===== src/sv/ttd_pkg.sv =====
// Shared constants for the touch tap detector: event kinds, register
// indexes, field widths and register reset values. No dependencies.
package ttd_pkg;

	localparam int PIXEL_BITS = 11;
	localparam int TIME_BITS  = 48;

	localparam int FUNC_W  = 3;
	localparam int VAL_W   = 32;
	localparam int SPAN_W  = VAL_W + 1;
	localparam int CFG_W   = 32;
	localparam int CIDX_W  = 3;
	localparam int SIZE_W  = 12;
	localparam int DEB_W   = 16;

	localparam logic [FUNC_W-1:0] FUNC_POS_X  = 3'd0;
	localparam logic [FUNC_W-1:0] FUNC_POS_Y  = 3'd1;
	localparam logic [FUNC_W-1:0] FUNC_TRACK  = 3'd2;
	localparam logic [FUNC_W-1:0] FUNC_BUTTON = 3'd3;

	localparam logic [CIDX_W-1:0] CFG_X_MIN    = 3'd0;
	localparam logic [CIDX_W-1:0] CFG_X_MAX    = 3'd1;
	localparam logic [CIDX_W-1:0] CFG_Y_MIN    = 3'd2;
	localparam logic [CIDX_W-1:0] CFG_Y_MAX    = 3'd3;
	localparam logic [CIDX_W-1:0] CFG_WIDTH    = 3'd4;
	localparam logic [CIDX_W-1:0] CFG_HEIGHT   = 3'd5;
	localparam logic [CIDX_W-1:0] CFG_DEBOUNCE = 3'd6;

	localparam logic [SIZE_W-1:0] WIDTH_RST    = 12'd1072;
	localparam logic [SIZE_W-1:0] HEIGHT_RST   = 12'd1448;
	localparam logic [DEB_W-1:0]  DEBOUNCE_RST = 16'd700;

endpackage


===== src/sv/ttd_scaler.sv =====
// Bit-serial scaler: span * mult by shift-and-add, then a restoring
// divide by den, one bit per cycle. Uses ttd_pkg for the span width.
module ttd_scaler #(
	parameter int PIXEL_BITS = ttd_pkg::PIXEL_BITS
) (
	input  logic                          clk,
	input  logic                          arst_n,
	input  logic                          start,
	input  logic [ttd_pkg::SPAN_W-1:0]    span,
	input  logic [ttd_pkg::SPAN_W-1:0]    den,
	input  logic [PIXEL_BITS-1:0]         mult,
	output logic                          done,
	output logic [ttd_pkg::SPAN_W+PIXEL_BITS-1:0] quot
);

	localparam int N  = ttd_pkg::SPAN_W + PIXEL_BITS;
	localparam int CW = $clog2(N);

	typedef enum logic [1:0] {PH_IDLE, PH_MUL, PH_DIV} phase_t;

	phase_t                       phase_q;
	logic [CW-1:0]                cnt_q;
	logic [N-1:0]                 acc_q;
	logic [PIXEL_BITS-1:0]        mult_q;
	logic [ttd_pkg::SPAN_W-1:0]   span_q;
	logic [ttd_pkg::SPAN_W-1:0]   den_q;
	logic [ttd_pkg::SPAN_W-1:0]   rem_q;
	logic                         done_q;
	logic [ttd_pkg::SPAN_W:0]     trial;
	logic                         fits;

	assign trial = {rem_q, acc_q[N-1]};
	assign fits  = trial >= {1'b0, den_q};

	always_ff @(posedge clk or negedge arst_n) begin
		if (!arst_n) begin
			phase_q <= PH_IDLE;
			cnt_q   <= '0;
			done_q  <= 1'b0;
		end else begin
			done_q <= 1'b0;
			case (phase_q)
				PH_IDLE: begin
					if (start) begin
						phase_q <= PH_MUL;
						cnt_q   <= CW'(PIXEL_BITS - 1);
					end
				end
				PH_MUL: begin
					if (cnt_q == '0) begin
						phase_q <= PH_DIV;
						cnt_q   <= CW'(N - 1);
					end else begin
						cnt_q <= cnt_q - 1'b1;
					end
				end
				PH_DIV: begin
					if (cnt_q == '0) begin
						phase_q <= PH_IDLE;
						done_q  <= 1'b1;
					end else begin
						cnt_q <= cnt_q - 1'b1;
					end
				end
				default: phase_q <= PH_IDLE;
			endcase
		end
	end

	always_ff @(posedge clk) begin
		case (phase_q)
			PH_IDLE: begin
				if (start) begin
					acc_q  <= '0;
					mult_q <= mult;
					span_q <= span;
					den_q  <= den;
					rem_q  <= '0;
				end
			end
			PH_MUL: begin
				acc_q  <= {acc_q[N-2:0], 1'b0}
					+ (mult_q[PIXEL_BITS-1] ? N'(span_q) : '0);
				mult_q <= {mult_q[PIXEL_BITS-2:0], 1'b0};
			end
			PH_DIV: begin
				rem_q <= fits ? ttd_pkg::SPAN_W'(trial - {1'b0, den_q})
					: trial[ttd_pkg::SPAN_W-1:0];
				acc_q <= {acc_q[N-2:0], fits};
			end
			default: ;
		endcase
	end

	assign done = done_q;
	assign quot = acc_q;

endmodule


===== src/sv/touch_tap_detector.sv =====
// Touch tap detector top level. Depends on ttd_pkg and ttd_scaler.
// A scaled position word passes through the bit-serial multiply and divide in
// ttd_scaler; a clamped position word is stored directly from ST_IDLE; a lift or
// release word that yields a tap passes through ST_EMIT, and waits there while
// an earlier tap still waits in the output register.
// One word is processed at a time; the output register frees the input side.
// arst_n clears all state and loads register defaults asynchronously.
module touch_tap_detector #(
	parameter int PIXEL_BITS = ttd_pkg::PIXEL_BITS,
	parameter int TIME_BITS  = ttd_pkg::TIME_BITS
) (
	input  logic clk,
	input  logic arst_n,
	// event_value [31:0], time_ms [32+TIME_BITS-1:32]
	input  logic [((ttd_pkg::VAL_W+TIME_BITS+7)/8)*8-1:0] s_tdata,
	// func [2:0]
	input  logic [ttd_pkg::FUNC_W-1:0] s_tuser,
	input  logic s_tvalid,
	output logic s_tready,
	// tap_x [PIXEL_BITS-1:0], tap_y [2*PIXEL_BITS-1:PIXEL_BITS]
	output logic [((2*PIXEL_BITS+7)/8)*8-1:0] m_tdata,
	output logic m_tvalid,
	input  logic m_tready,
	input  logic cfg_we,
	input  logic [ttd_pkg::CIDX_W-1:0] cfg_index,
	input  logic [ttd_pkg::CFG_W-1:0] cfg_data
);

	localparam int VW  = ttd_pkg::VAL_W;
	localparam int SW  = ttd_pkg::SPAN_W;
	localparam int QW  = SW + PIXEL_BITS;
	localparam int OW  = ((2*PIXEL_BITS+7)/8)*8;
	localparam int SZW = (PIXEL_BITS + 1 > ttd_pkg::SIZE_W) ? PIXEL_BITS + 1
		: ttd_pkg::SIZE_W;

	typedef enum logic [1:0] {ST_IDLE, ST_SCALE, ST_EMIT} state_t;

	state_t                     state_q;
	logic [VW-1:0]              x_min_q, x_max_q, y_min_q, y_max_q;
	logic [ttd_pkg::SIZE_W-1:0] width_q, height_q;
	logic [ttd_pkg::DEB_W-1:0]  deb_q;
	logic [PIXEL_BITS-1:0]      pos_x_q, pos_y_q;
	logic                       x_valid_q, y_valid_q, down_q;
	logic [TIME_BITS-1:0]       last_tap_q;
	logic                       axis_y_q;
	logic [PIXEL_BITS:0]        size_q;
	logic                       m_tvalid_q;
	logic [OW-1:0]              m_tdata_q;

	logic [ttd_pkg::FUNC_W-1:0] func;
	logic [VW-1:0]              value;
	logic [TIME_BITS-1:0]       now;
	logic                       accept;
	logic                       is_y;
	logic [VW-1:0]              lo, hi;
	logic [ttd_pkg::SIZE_W-1:0] size_raw;
	logic [SZW-1:0]             size_ext;
	logic [SZW-1:0]             size_lim;
	logic [PIXEL_BITS:0]        size_eff;
	logic                       raw_mode;
	logic                       below;
	logic [PIXEL_BITS-1:0]      raw_pix;
	logic [SW-1:0]              span;
	logic [SW-1:0]              den;
	logic                       scale_go;
	logic                       all_set;
	logic [TIME_BITS:0]         elapsed;
	logic                       time_ok;
	logic                       scale_done;
	logic [QW-1:0]              quot;
	logic [PIXEL_BITS-1:0]      scaled_pix;
	logic                       out_free;

	assign func  = s_tuser;
	assign value = s_tdata[VW-1:0];
	assign now   = s_tdata[VW+TIME_BITS-1:VW];

	assign s_tready = state_q == ST_IDLE;
	assign accept   = s_tvalid && s_tready;
	assign out_free = !m_tvalid_q || m_tready;

	assign is_y     = func == ttd_pkg::FUNC_POS_Y;
	assign lo       = is_y ? y_min_q : x_min_q;
	assign hi       = is_y ? y_max_q : x_max_q;
	assign size_raw = is_y ? height_q : width_q;
	assign size_ext = SZW'(size_raw);
	assign size_lim = SZW'(1) << PIXEL_BITS;

	always_comb begin
		if (size_raw == '0)
			size_eff = (PIXEL_BITS+1)'(1);
		else if (size_ext > size_lim)
			size_eff = size_lim[PIXEL_BITS:0];
		else
			size_eff = size_ext[PIXEL_BITS:0];
	end

	assign raw_mode = $signed(hi) <= $signed(lo);
	assign below    = $signed(value) < $signed(lo);
	assign span     = {value[VW-1], value} - {lo[VW-1], lo};
	assign den      = {hi[VW-1], hi} - {lo[VW-1], lo};

	always_comb begin
		if (value[VW-1])
			raw_pix = '0;
		else if (value >= VW'(size_eff))
			raw_pix = PIXEL_BITS'(size_eff - 1'b1);
		else
			raw_pix = value[PIXEL_BITS-1:0];
	end

	assign scale_go = accept && !raw_mode && !below
		&& (func == ttd_pkg::FUNC_POS_X || func == ttd_pkg::FUNC_POS_Y);

	assign all_set = down_q && x_valid_q && y_valid_q;
	assign elapsed = {1'b0, now} - {1'b0, last_tap_q};
	assign time_ok = !elapsed[TIME_BITS]
		&& (elapsed[TIME_BITS-1:0] >= TIME_BITS'(deb_q));

	assign scaled_pix = (quot >= QW'(size_q)) ? PIXEL_BITS'(size_q - 1'b1)
		: quot[PIXEL_BITS-1:0];

	ttd_scaler #(
		.PIXEL_BITS(PIXEL_BITS)
	) u_scaler (
		.clk   (clk),
		.arst_n(arst_n),
		.start (scale_go),
		.span  (span),
		.den   (den),
		.mult  (PIXEL_BITS'(size_eff - 1'b1)),
		.done  (scale_done),
		.quot  (quot)
	);

	always_ff @(posedge clk or negedge arst_n) begin
		if (!arst_n) begin
			x_min_q  <= '0;
			x_max_q  <= '0;
			y_min_q  <= '0;
			y_max_q  <= '0;
			width_q  <= ttd_pkg::WIDTH_RST;
			height_q <= ttd_pkg::HEIGHT_RST;
			deb_q    <= ttd_pkg::DEBOUNCE_RST;
		end else if (cfg_we) begin
			case (cfg_index)
				ttd_pkg::CFG_X_MIN:    x_min_q  <= cfg_data[VW-1:0];
				ttd_pkg::CFG_X_MAX:    x_max_q  <= cfg_data[VW-1:0];
				ttd_pkg::CFG_Y_MIN:    y_min_q  <= cfg_data[VW-1:0];
				ttd_pkg::CFG_Y_MAX:    y_max_q  <= cfg_data[VW-1:0];
				ttd_pkg::CFG_WIDTH:    width_q  <= cfg_data[ttd_pkg::SIZE_W-1:0];
				ttd_pkg::CFG_HEIGHT:   height_q <= cfg_data[ttd_pkg::SIZE_W-1:0];
				ttd_pkg::CFG_DEBOUNCE: deb_q    <= cfg_data[ttd_pkg::DEB_W-1:0];
				default: ;
			endcase
		end
	end

	always_ff @(posedge clk or negedge arst_n) begin
		if (!arst_n) begin
			state_q    <= ST_IDLE;
			pos_x_q    <= '0;
			pos_y_q    <= '0;
			x_valid_q  <= 1'b0;
			y_valid_q  <= 1'b0;
			down_q     <= 1'b0;
			last_tap_q <= '0;
			axis_y_q   <= 1'b0;
			size_q     <= '0;
			m_tvalid_q <= 1'b0;
			m_tdata_q  <= '0;
		end else begin
			if (m_tvalid_q && m_tready && state_q != ST_EMIT)
				m_tvalid_q <= 1'b0;
			case (state_q)
				ST_IDLE: begin
					if (accept) begin
						case (func)
							ttd_pkg::FUNC_POS_X, ttd_pkg::FUNC_POS_Y: begin
								down_q <= 1'b1;
								if (is_y)
									y_valid_q <= 1'b1;
								else
									x_valid_q <= 1'b1;
								if (raw_mode || below) begin
									if (is_y)
										pos_y_q <= raw_mode ? raw_pix : '0;
									else
										pos_x_q <= raw_mode ? raw_pix : '0;
								end else begin
									axis_y_q <= is_y;
									size_q   <= size_eff;
									state_q  <= ST_SCALE;
								end
							end
							ttd_pkg::FUNC_TRACK: begin
								if (value[VW-1]) begin
									down_q    <= 1'b0;
									x_valid_q <= 1'b0;
									y_valid_q <= 1'b0;
									if (all_set && time_ok) begin
										last_tap_q <= now;
										state_q    <= ST_EMIT;
									end
								end else begin
									down_q <= 1'b1;
								end
							end
							ttd_pkg::FUNC_BUTTON: begin
								if (!value[VW-1] && value != '0) begin
									down_q <= 1'b1;
								end else if (value == '0 && all_set) begin
									down_q    <= 1'b0;
									x_valid_q <= 1'b0;
									y_valid_q <= 1'b0;
									if (time_ok) begin
										last_tap_q <= now;
										state_q    <= ST_EMIT;
									end
								end
							end
							default: ;
						endcase
					end
				end
				ST_SCALE: begin
					if (scale_done) begin
						if (axis_y_q)
							pos_y_q <= scaled_pix;
						else
							pos_x_q <= scaled_pix;
						state_q <= ST_IDLE;
					end
				end
				ST_EMIT: begin
					if (out_free) begin
						m_tvalid_q <= 1'b1;
						m_tdata_q  <= OW'({pos_y_q, pos_x_q});
						state_q    <= ST_IDLE;
					end
				end
				default: state_q <= ST_IDLE;
			endcase
		end
	end

	assign m_tvalid = m_tvalid_q;
	assign m_tdata  = m_tdata_q;

endmodule

===== config.mk =====
export PLATFORM = sky130hd
export DESIGN_NAME = touch_tap_detector
export DESIGN_NICKNAME = d
export VERILOG_FILES = /design/src/sv/ttd_pkg.sv /design/src/sv/ttd_scaler.sv /design/src/sv/touch_tap_detector.sv
export SDC_FILE = /design/constraint.sdc
export NUM_CORES = 1
export LEC_CHECK = 0
export BUFFER_PORTS_ARGS = -buffer_cell sky130_fd_sc_hd__buf_2
export CAP_MARGIN = 0
export CORE_MARGIN = 4
export CORE_UTILIZATION = 55
export DETAILED_ROUTE_END_ITERATION = 12
export PLACE_DENSITY = 0.76
export SYNTH_ARGS = -nofsm -noshare
export SYNTH_HDL_FRONTEND = slang
export SYNTH_SLANG_ARGS = --single-unit

===== constraint.sdc =====
create_clock -name clk -period 6.2 [get_ports clk]
set_clock_uncertainty 0.15 [all_clocks]
set_input_delay 0.31 -clock clk [delete_from_list [all_inputs] [get_ports clk]]
set_output_delay 0.31 -clock clk [all_outputs]
set_load 0.02 [all_outputs]

; ---- Word-level counts from Yosys, hierarchy flattened
; Cells that the tools add are included.
; Widths: inputs -> output; s select.
[totals]
reg_bits = 442
in_bits = 123
output_inout_bits = 26
word_cells = 212
[op_classes]
addsub = 8
n_lt_le_gt_ge = 7
eq_ne = 42
n_mux = 71
bitwise = 1
n_reduce_logical = 57
[ops]
columns = op, n
row1 = $mux 48, 5
row2 = $mux 11, 17
row3 = $pmux 44 s3, 1
row4 = $mux 33, 3
row5 = $pmux 48 s2, 1
row6 = $pmux 11 s2, 3
row7 = $pmux 33 s2, 1
row8 = $sub 32x32->33, 2
row9 = $mux 32, 2
row10 = $sub 48x48->49, 1
row11 = $ge 48x16->1, 1
row12 = $add 44x44->44, 1
row13 = $ge 44x12->1, 1
row14 = $mux 44, 1
row15 = $mux 12, 3
row16 = $ge 34x33->1, 1
row17 = $sub 33x33->33, 1
row18 = $ge 32x12->1, 1
row19 = $le 32x32->1, 1
row20 = $logic_not 32->1, 1
row21 = $lt 32x32->1, 1
row22 = $reduce_bool 32->1, 1
row23 = $ne 2x2->1 const B, 14
row24 = $reduce_and 7->1, 4
row25 = 33 further kinds, 118

; ---- Longest topological paths before layout
; Gate-level depths: netlist of the first run.
[logic_depth]
depth_word = 14
depth_mapped = 24

; ---- Cells and area by module
; Synthesis of the first run repeated with hierarchy kept, for this count alone.
[hier_totals]
hier_cells = 3038
area_unflattened_um2 = 29899.9
[modules_own_cells]
columns = mod, instances, cells_each, area_per_inst_um2, seq_area_each_um2
row1 = touch_tap_detector, 1, 2012, 19528.7, 6999.2
row2 = ttd_scaler, 1, 1026, 10371.2, 4849.7

; ---- Worst setup path before layout of the first run
; No wires, ideal clock.
[synth_timing]
path_kind = input to register
from = input s_tuser[2] (netlist name)
to = register u_scaler.acc_q[0] (netlist: u_scaler.quot[0]), enable pin
t_arrival_ns = 7.152
t_required_ns = 5.650
setup_slack_ns = -1.502
cell_stages = 18
n_path_buf = 4
cell_sequence = nor3b_1 > clkbuf_1 > clkbuf_1 > clkbuf_1 > buf_1 > mux2_2 > ha_1 > and3_1 > o211a_1 > o31a_1 > o21ai_1 > a31o_2 > o21ai_0 > nor3b_1 > a2111oi_4 > nand2_1 > inv_1 > a21o_1
[synth_between]
elab_chain_len = 9
[synth_lines]
columns = item, line
row1 = "start, declared", touch_tap_detector.sv:17  ; input logic [ttd_pkg::FUNC_W-1:0] s_tuser,
row2 = $eq 3x1->1, "touch_tap_detector.sv:82, touch_tap_detector.sv:113"
row3 = "$mux 32, on equally long branches", "touch_tap_detector.sv:84, touch_tap_detector.sv:83"
row4 = $le 32x32->1, touch_tap_detector.sv:98  ; assign raw_mode = $signed(hi) <= $signed(lo);
row5 = $logic_not 1->1, touch_tap_detector.sv:112  ; assign scale_go = accept && !raw_mode && !below
row6 = $logic_and 1x1->1 (2 in series), touch_tap_detector.sv:112
row7 = $logic_and 1x1->1 *, touch_tap_detector.sv:113  ; && (func == ttd_pkg::FUNC_POS_X || func == ttd_pkg::FUNC_POS_Y);
row8 = $ne 2x2->1 (no source line) *, --
row9 = $reduce_and 2->1 (no source line) *, --
row10 = "end signal, assigned", ttd_scaler.sv:82  ; acc_q <= {acc_q[N-2:0], 1'b0}
row11 = "end signal, assigned", ttd_scaler.sv:89  ; acc_q <= {acc_q[N-2:0], fits};
row12 = "end, declared", ttd_scaler.sv:23  ; logic [N-1:0] acc_q;
; Mark *: on every way between the ends. The rest lies on a longest branch, timed or not.
; A chain may end at the register's enable or synchronous reset.

; ---- Worst setup path in the final report of the first run
[layout_timing]
from = register last_tap_q[2]
to = register last_tap_q[10]
[layout_between]
elab_chain_len = 6
[layout_lines]
columns = item, line
row1 = "start, declared", touch_tap_detector.sv:44  ; logic [TIME_BITS-1:0] last_tap_q;
row2 = "start signal, assigned", touch_tap_detector.sv:202  ; last_tap_q <= now;
row3 = "start signal, assigned", touch_tap_detector.sv:217  ; last_tap_q <= now;
row4 = $sub 48x48->49 *, touch_tap_detector.sv:116  ; assign elapsed = {1'b0, now} - {1'b0, last_tap_q};
row5 = $ge 48x16->1 / $logic_not 1->1 (equally long branches), "touch_tap_detector.sv:118, touch_tap_detector.sv:117"
row6 = $logic_and 1x1->1 *, touch_tap_detector.sv:118  ; && (elapsed[TIME_BITS-1:0] >= TIME_BITS'(deb_q));
row7 = $logic_and 1x1->1, touch_tap_detector.sv:201  ; if (all_set && time_ok) begin
row8 = $ne 2x2->1 (no source line), --
row9 = $reduce_and 8->1 (no source line) *, --
; Marks and branches as above.

==> results of run 1 <==
-- kinds of logic (layout without fill, tap and decap cells) --
group | count (synthesis) | count (layout) | synth area share, %
AO/OA/AOI/OAI | 730 | 730 | 16.08
AND/OR/NAND/NOR | 721 | 721 | 12.08
flip-flops | 442 | 442 | 39.86
multiplexers | 365 | 365 | 13.43
buffers and inverters | 307 | 559 | 4.079
adder cells (fa/ha/maj) | 232 | 232 | 9.891
XOR/XNOR | 154 | 154 | 4.563
other | 1 | 2 | 0.01262
-- layout make-up --
cell class | count | area [µm²] | area share (%)
Clock buffer | 64 | 1354 | 4.001
Clock inverter | 28 | 402.9 | 1.191
Inverter | 208 | 784.5 | 2.318
Multi-Input combinational cell | 2204 | 16730 | 49.45
Sequential cell | 442 | 11850 | 35.02
Tap cell | 688 | 860.8 | 2.544
Timing Repair Buffer | 259 | 1854 | 5.480
-- report_power, final --
| part | leakage, nW | switching, W | internal (W) |
|---|---|---|---|
| Sequential | 4.95 | 0.000363 | 0.00377 |
| Clock | 0.863 | 0.00126 | 0.00193 |
| Combinational | 8.96 | 0.00351 | 0.00246 |
-- routing by layer --
metal  part of all wire (%)  wire length [µm]  GRT usage [%]  vias to the layer above
li1                       -                 -              -                    11184
met1                     44             35550          37.52                    11738
met2                     47             38010          45.70                      761
met3                    5.6              4482          3.189                      156
met4                    3.1              2526          8.639                        0
met5                      0                 0              0                        -
-- stage by stage --
stage | hold WS [ns] | utilization, % | total power (W) | instance area, µm²
final | 0.04444 | 63.75 | 0.01330 | 33840
after detailed placement | 0.3233 | 58.80 | 0.009927 | 31210
after global placement | 0.3111 | 58.80 | 0.009741 | 31210
after CTS | 0.007904 | 63.73 | 0.01323 | 33820
after floorplan | -0.1356 | - | 0.008319 | 29760
after global routing | 0.05851 | 63.75 | 0.01409 | 33840
-- flip-flops by register name, summed over array words and instances (netlist names), 2 cells and up --
register and count:
deb_q 16, height_q 12, last_tap_q 48, m_tdata 22, pos_x_q 11, pos_y_q 11, size_q 12, state_q 2
u_scaler.cnt_q 6, u_scaler.den_q 33, u_scaler.mult_q 11, u_scaler.phase_q 2, u_scaler.quot 44, u_scaler.rem_q 33, u_scaler.span_q 33, width_q 12
x_max_q 32, x_min_q 32, y_max_q 32, y_min_q 32
-- worst max-delay path: stages (launching register included) --
cell,delay (ns)
dfrtp_1,0.35
inv_1,0.05
ha_1,0.32
o211ai_1,0.21
a21oi_2,0.08
o41ai_4,0.39
nor2_1,0.11
o21ai_0,0.18
nand2b_1,0.07
a21oi_1,0.19
xnor2_1,0.15
ha_1,0.27
a21oi_1,0.15
nor2b_1,0.06
o21ai_0,0.26
nand4_1,0.15
a2111oi_1,0.49
o2111ai_1,0.18
a2111o_1,0.37
nor4_1,0.26
nand4_1,0.29
o211ai_4,0.27
buf_12,0.27
mux2_2,0.38
-- cells in the mapped netlist, types with 15 or more instances --
| library cell | instances | area share, % |
|---|---|---|
| a211oi_1 | 20 | 0.51 |
| a21o_1 | 83 | 2.1 |
| a21oi_1 | 199 | 3.4 |
| a22oi_1 | 25 | 0.63 |
| a31oi_1 | 23 | 0.48 |
| and2_1 | 48 | 1.0 |
| and3_1 | 26 | 0.55 |
| clkbuf_1 | 80 | 1.0 |
| dfrtp_1 | 274 | 23 |
| edfxtp_1 | 154 | 16 |
| ha_1 | 227 | 9.6 |
| inv_1 | 207 | 2.6 |
| mux2_1 | 19 | 0.72 |
| mux2_2 | 252 | 9.5 |
| mux2i_1 | 94 | 3.2 |
| nand2_1 | 190 | 2.4 |
| nand2b_1 | 36 | 0.76 |
| nand3_1 | 45 | 0.76 |
| nand4_1 | 37 | 0.78 |
| nor2_1 | 160 | 2.0 |
| nor2b_1 | 47 | 0.99 |
| nor3_1 | 42 | 0.71 |
| nor4_1 | 30 | 0.63 |
| o211ai_1 | 15 | 0.38 |
| o21a_1 | 27 | 0.68 |
| o21ai_0 | 165 | 2.8 |
| o21bai_1 | 21 | 0.53 |
| or2_2 | 15 | 0.32 |
| xnor2_1 | 109 | 3.2 |
| xor2_1 | 44 | 1.3 |
-- worst paths after layout --
path / from / to / depth (start not counted)
worst max-delay path: last_tap_q[2] / last_tap_q[10] / 23
worst min-delay path: s_tvalid / down_q / 4
worst max register to register: last_tap_q[2] / last_tap_q[10] / 23
worst min register to register: pos_x_q[1] / pos_x_q[1] / 2
max in group asynchronous: arst_n / width_q[3] / 3
min in group asynchronous: arst_n / m_tdata[3] / 2
-- timing repair --
item	CTS	global route
endpoints found under the setup margin	0	47
gates resized for setup	0	2
hold buffers	86	0
buffers inserted	0	0
endpoints found under the hold margin	338	0
==> reports/qor.yml, run 1 <==
status: "complete, no violations"
final_common_cell: "dfrtp_1"
area_growth_pct: 13.83
pre_cts_ws_ns: 0.3524
cp-end-kind: "register"
drive_gt1_share_pct: 17.97
wl_um: 80560
core_area_um2: 53080
numCtsBuffers: 49
rows: 84
finalWorstSetupSlack_ns: 0.3698
path_clk_slew_ns: 0.06
p_leak_nw: 14.77
synthCells: 2952
worstPathArrival_ns: 6.16
slew-limit-headroom_pct: 24.25
drc_errors: 0
antenna_found_initial: 0
antenna_left: 0
wl_per_cell_um: 20.69
maxSlewViolCount: 0
cts_tree: "yes"
clock-sinks: 442
cts_root_buf: "clkbuf_16"
grt_max_degree: 168
fin_tns_setup_ns: 0
design.die.area_um2: 57830
setup_viol: 0
syn_area_um2: 29730
die_w_um: 240.5
grt_pass1_wl_um: 127000
start_util_pct: 56.01
dp_cells: 3715
final_cells: 3893
yosysWarnings: 0
cp_max_fo: 48
layout_min_cycle_time_ns: 5.830
port-buffer-count: 146
worst_setup_path_start_kind: "register"
grt_setup_unrepaired: "no"
max_freq_mhz: 171.5
viasPerCell: 6.124
hold_path.class: "in2reg"
cts_buffer_depth: 3
grt_overflow: 0
syn_avg_cell_area_um2: 10.07
antennaDiodeCount: 0
cp_data_required_time_ns: 6.53
async_reset_ff_share_pct: 65.16
hold_viol: 0
seq_area_frac_synth_pct: 39.86
firstDrtPassIters: 6
mostFrequentLayoutCells: "dfrtp_1, mux2_2, ha_1"
initialDrtViolationCount: 2002
synth_edf_count: 154
peakVddDrop_mv: 0.3844
die-height_um: 240.5
reg2reg_slack_ns: 0.37
cap_viol_max_count: 0
ys_seq_elements: 442
num_vias: 23839
nFillCells: 4169
worstSetupPathType: "reg2reg"
dp_hpwl_um: 60160
worstMarginPinSlew_ns: 1.133
grtUsageTotal_pct: 27.34
routabilityCongestion: 0.9597
ys_types: 92
p_per_area_nw_per_um2: 392.9
io_pins: 149
nNetsFinal: 3519
synth_ff_type: "dfrtp_1"
clk-insertion-delay-late_ns: 0.60
grt_pass1_vias: 23833
fin_crit_sh_pct: 94.03
htreeDepth: 2
Note: power is estimated with default switching activity, not from simulation.
==> inputs of run 2 (changes only) <==
--- a/config.mk
+++ b/config.mk
@@ -7,6 +7,7 @@
 export LEC_CHECK = 0
 export BUFFER_PORTS_ARGS = -buffer_cell sky130_fd_sc_hd__buf_2
 export CAP_MARGIN = 0
+export CORE_ASPECT_RATIO = 1.1
 export CORE_MARGIN = 4
 export CORE_UTILIZATION = 55
 export DETAILED_ROUTE_END_ITERATION = 12
==> run 2 against run 1 <==
  * Die area is essentially flat
  * First-iteration DRC count is 13% lower
  * Routed wire length decreased by 0.80%
  * Sequential power is essentially flat
  * Flip-flop and latch count unchanged
  * Critical path depth grew 1
  * Register-to-register slack gained 0.06 ns
  * Count of clock-buffer cells in the layout decreased by 5
  * Core utilization down 0.45 points
  * Critical endpoint is now last_tap_q[13]
  * Largest cell class unchanged
==> reports/qor.yml, run 2 (synthesized netlist as in run 1, its figures left out) <==
antenna_left: 0  # unchanged
cp_max_fo: 48  # unchanged
p_leak_nw: 14.78  # +0.10%
firstDrtPassIters: 7  # +1
finalWorstSetupSlack_ns: 0.4109  # +0.04108 ns
drive_gt1_share_pct: 18.01  # +0.042 points
maxSlewViolCount: 0  # unchanged
grt_pass1_vias: 23859  # +0.11%
grt_pass1_wl_um: 127900  # +0.67%
area_growth_pct: 14.06
grt_overflow: 0  # unchanged
antenna_found_initial: 4  # +4
cp_data_required_time_ns: 6.53  # about the same
grt_setup_unrepaired: "no"
use_met3_pct: 3.647  # +0.46 points
cts_tree: "yes"
grt_use_met1_pct: 35.23  # -2.3 points
rows: 89  # +6.0%
clk-insertion-delay-late_ns: 0.61  # about the same
cp_slowest_cell: "dlygate4sd3_1"
sequentialPowerShare_pct: 31.3  # +0.2 points
die-height_um: 251.8  # +4.7%
p_sw_w: 0.005069  # -1.3%
worstMarginPinSlew_ns: 1.148  # +0.01509 ns
peakVddDrop_mv: 0.2683  # -30%
worstSetupPathType: "in2reg"
die_w_um: 229.7  # -4.5%
nFillCells: 4273  # +2.5%
slew-limit-headroom_pct: 23.24  # -1.0 points
num_vias: 23701  # -0.58%
largest-register: "last_tap_q"
initialDrtViolationCount: 1746  # -13%
port-buffer-count: 146  # unchanged
routabilityCongestion: 0.9671  # +0.77%
numCtsBuffers: 47  # -4.1%
viasPerCell: 6.026  # -1.6%
seq_area_um2: 11850  # unchanged
setup_viol: 0  # unchanged
htreeDepth: 2  # unchanged
path_clk_slew_ns: 0.06  # about the same
grtUsageTotal_pct: 27.10  # -0.24 points
max_freq_mhz: 172.7  # +0.71%
mostFrequentLayoutCells: "dfrtp_1, mux2_2, ha_1"
grt-busiest-layer: "met2"
met2_usage_pct: 46.49  # +0.79 points
dp_hpwl_um: 59810  # -0.57%
p_sw_share_pct: 38.33  # -0.31 points
io_pins: 149  # unchanged
cap_viol_max_count: 0  # unchanged
largest_reg_flops: 48  # unchanged
core_area_um2: 53560  # +0.92%
clkPwrFrac_pct: 24.1  # about the same
worst_setup_path_start_kind: "input pin"
status: "complete, no violations"
fin_crit_sh_pct: 93.37  # -0.66 points
worstPathArrival_ns: 6.11  # -0.05 ns
critPathBufInv: 3  # +1
grt_max_degree: 159  # -5.4%
wl_per_cell_um: 20.32  # -1.8%
layout_min_cycle_time_ns: 5.789  # -0.04108 ns
p_int_w: 0.008158  # about the same
cts_root_buf: "clkbuf_16"
final_common_cell: "dfrtp_1"
pre_cts_ws_ns: 0.4460  # +0.09363 ns
cpLargestDelayFamily: "compound AO/OA/AOI/OAI gates"
critPathMaxStageDelay_ns: 0.54  # +0.05 ns
p_per_area_nw_per_um2: 390.1  # -0.72%
clock-sinks: 442  # unchanged
multi_input_area_um2: 16720  # about the same
place_area_um2: 31270  # +0.21%
nNetsFinal: 3519  # unchanged
fin_tns_setup_ns: 0  # unchanged
drc_errors: 0  # unchanged
start_util_pct: 55.50  # -0.51 points
crit_chain: "dlygate4sd3_1 -> buf_2 -> ha_1 -> o211ai_1 -> a21oi_2 -> o41ai_2 -> nor2_1 -> o21ai_0 -> nand2b_1 -> a21oi_1 -> xnor2_1 -> ha_1 -> a21oi_1 -> nor2b_1 -> o21ai_0 -> nand4_1 -> a2111oi_1 -> o2111ai_1 -> a2111o_1 -> nor4_1 -> nand4_1 -> o211ai_4 -> buf_12 -> mux2_2"
p_total_w: 0.01323  # -0.52%
comb_power_share_pct: 44.7  # -0.2 points
cts_buffer_depth: 3  # unchanged
hold_path.class: "in2reg"
wl_um: 79920  # -0.80%
design.die.area_um2: 57830  # about the same
cp-end-kind: "register"
hold_viol: 0  # unchanged
stdcell_area_um2: 33910  # +0.20%
[run 2: power groups by stage]
stage / sequential, W / combinational [W] / clock (W)
finish: 0.00413 / 0.00591 / 0.00318
floorplan: 0.00407 / 0.00425 / 0
global placement: 0.00414 / 0.00558 / 0
global route: 0.00420 / 0.00650 / 0.00335
CTS: 0.00412 / 0.00582 / 0.00323
detailed placement: 0.00418 / 0.00573 / 0
[run 2: final timing paths]
check | from | end | slack (ns) | cells after the start
setup / recovery | s_tdata[34] | last_tap_q[13] | 0.41 | 24
hold / removal | cfg_data[1] | x_min_q[1] | 0.02 | 2
setup reg to reg | last_tap_q[2] | last_tap_q[13] | 0.43 | 23
hold reg to reg | m_tdata[6] | m_tdata[6] | 0.33 | 2
max in group asynchronous | arst_n | y_max_q[29] | 4.25 | 3
min in group asynchronous | arst_n | last_tap_q[32] | 0.23 | 2
[run 2: worst reg2reg max path, delay by kind of cell (launching register included)]
family | cells | cell delay (ns)
AND/OR/NAND/NOR | 6 | 0.99
flip-flops | 1 | 0.34
adder cells (fa/ha/maj) | 2 | 0.61
multiplexers | 1 | 0.45
XOR/XNOR | 1 | 0.15
buffers and inverters | 2 | 0.32
AO/OA/AOI/OAI | 11 | 2.66
[run 2: metrics by stage]
stage	util [%]	hold WS, ns	std cells
5_1_grt	63.29	0.01830	3931
2_1_floorplan	-	-0.1356	2953
3_5_place_dp	58.38	0.3222	3757
6_report	63.30	0.02419	3933
3_3_place_gp	58.38	0.3087	3757
4_1_cts	63.29	0.001852	3931
[run 2: routing by layer]
layer  vias up  share of wire [%]
met1     11551                 42
met5         -              0.030
met3       180                5.4
met4         6                3.9
met2       770                 49
li1      11194                  -
[run 2: layout make-up]
class,count,area share (%)
antenna,2,0.01476
clock buffer,59,3.937
clock inverter,29,1.273
inverter,208,2.314
multi-input combinational,2204,49.32
sequential,442,34.95
tap,728,2.686
timing repair buffer,261,5.513
[run 2: what timing repair did]
| action | in CTS | in global routing |
|---|---|---|
| hold buffers | 86 | 0 |
| hold endpoints to repair | 333 | 0 |
| gates resized for setup | 0 | 1 |
| setup endpoints to repair | 0 | 1 |
| buffers inserted | 0 | 0 |
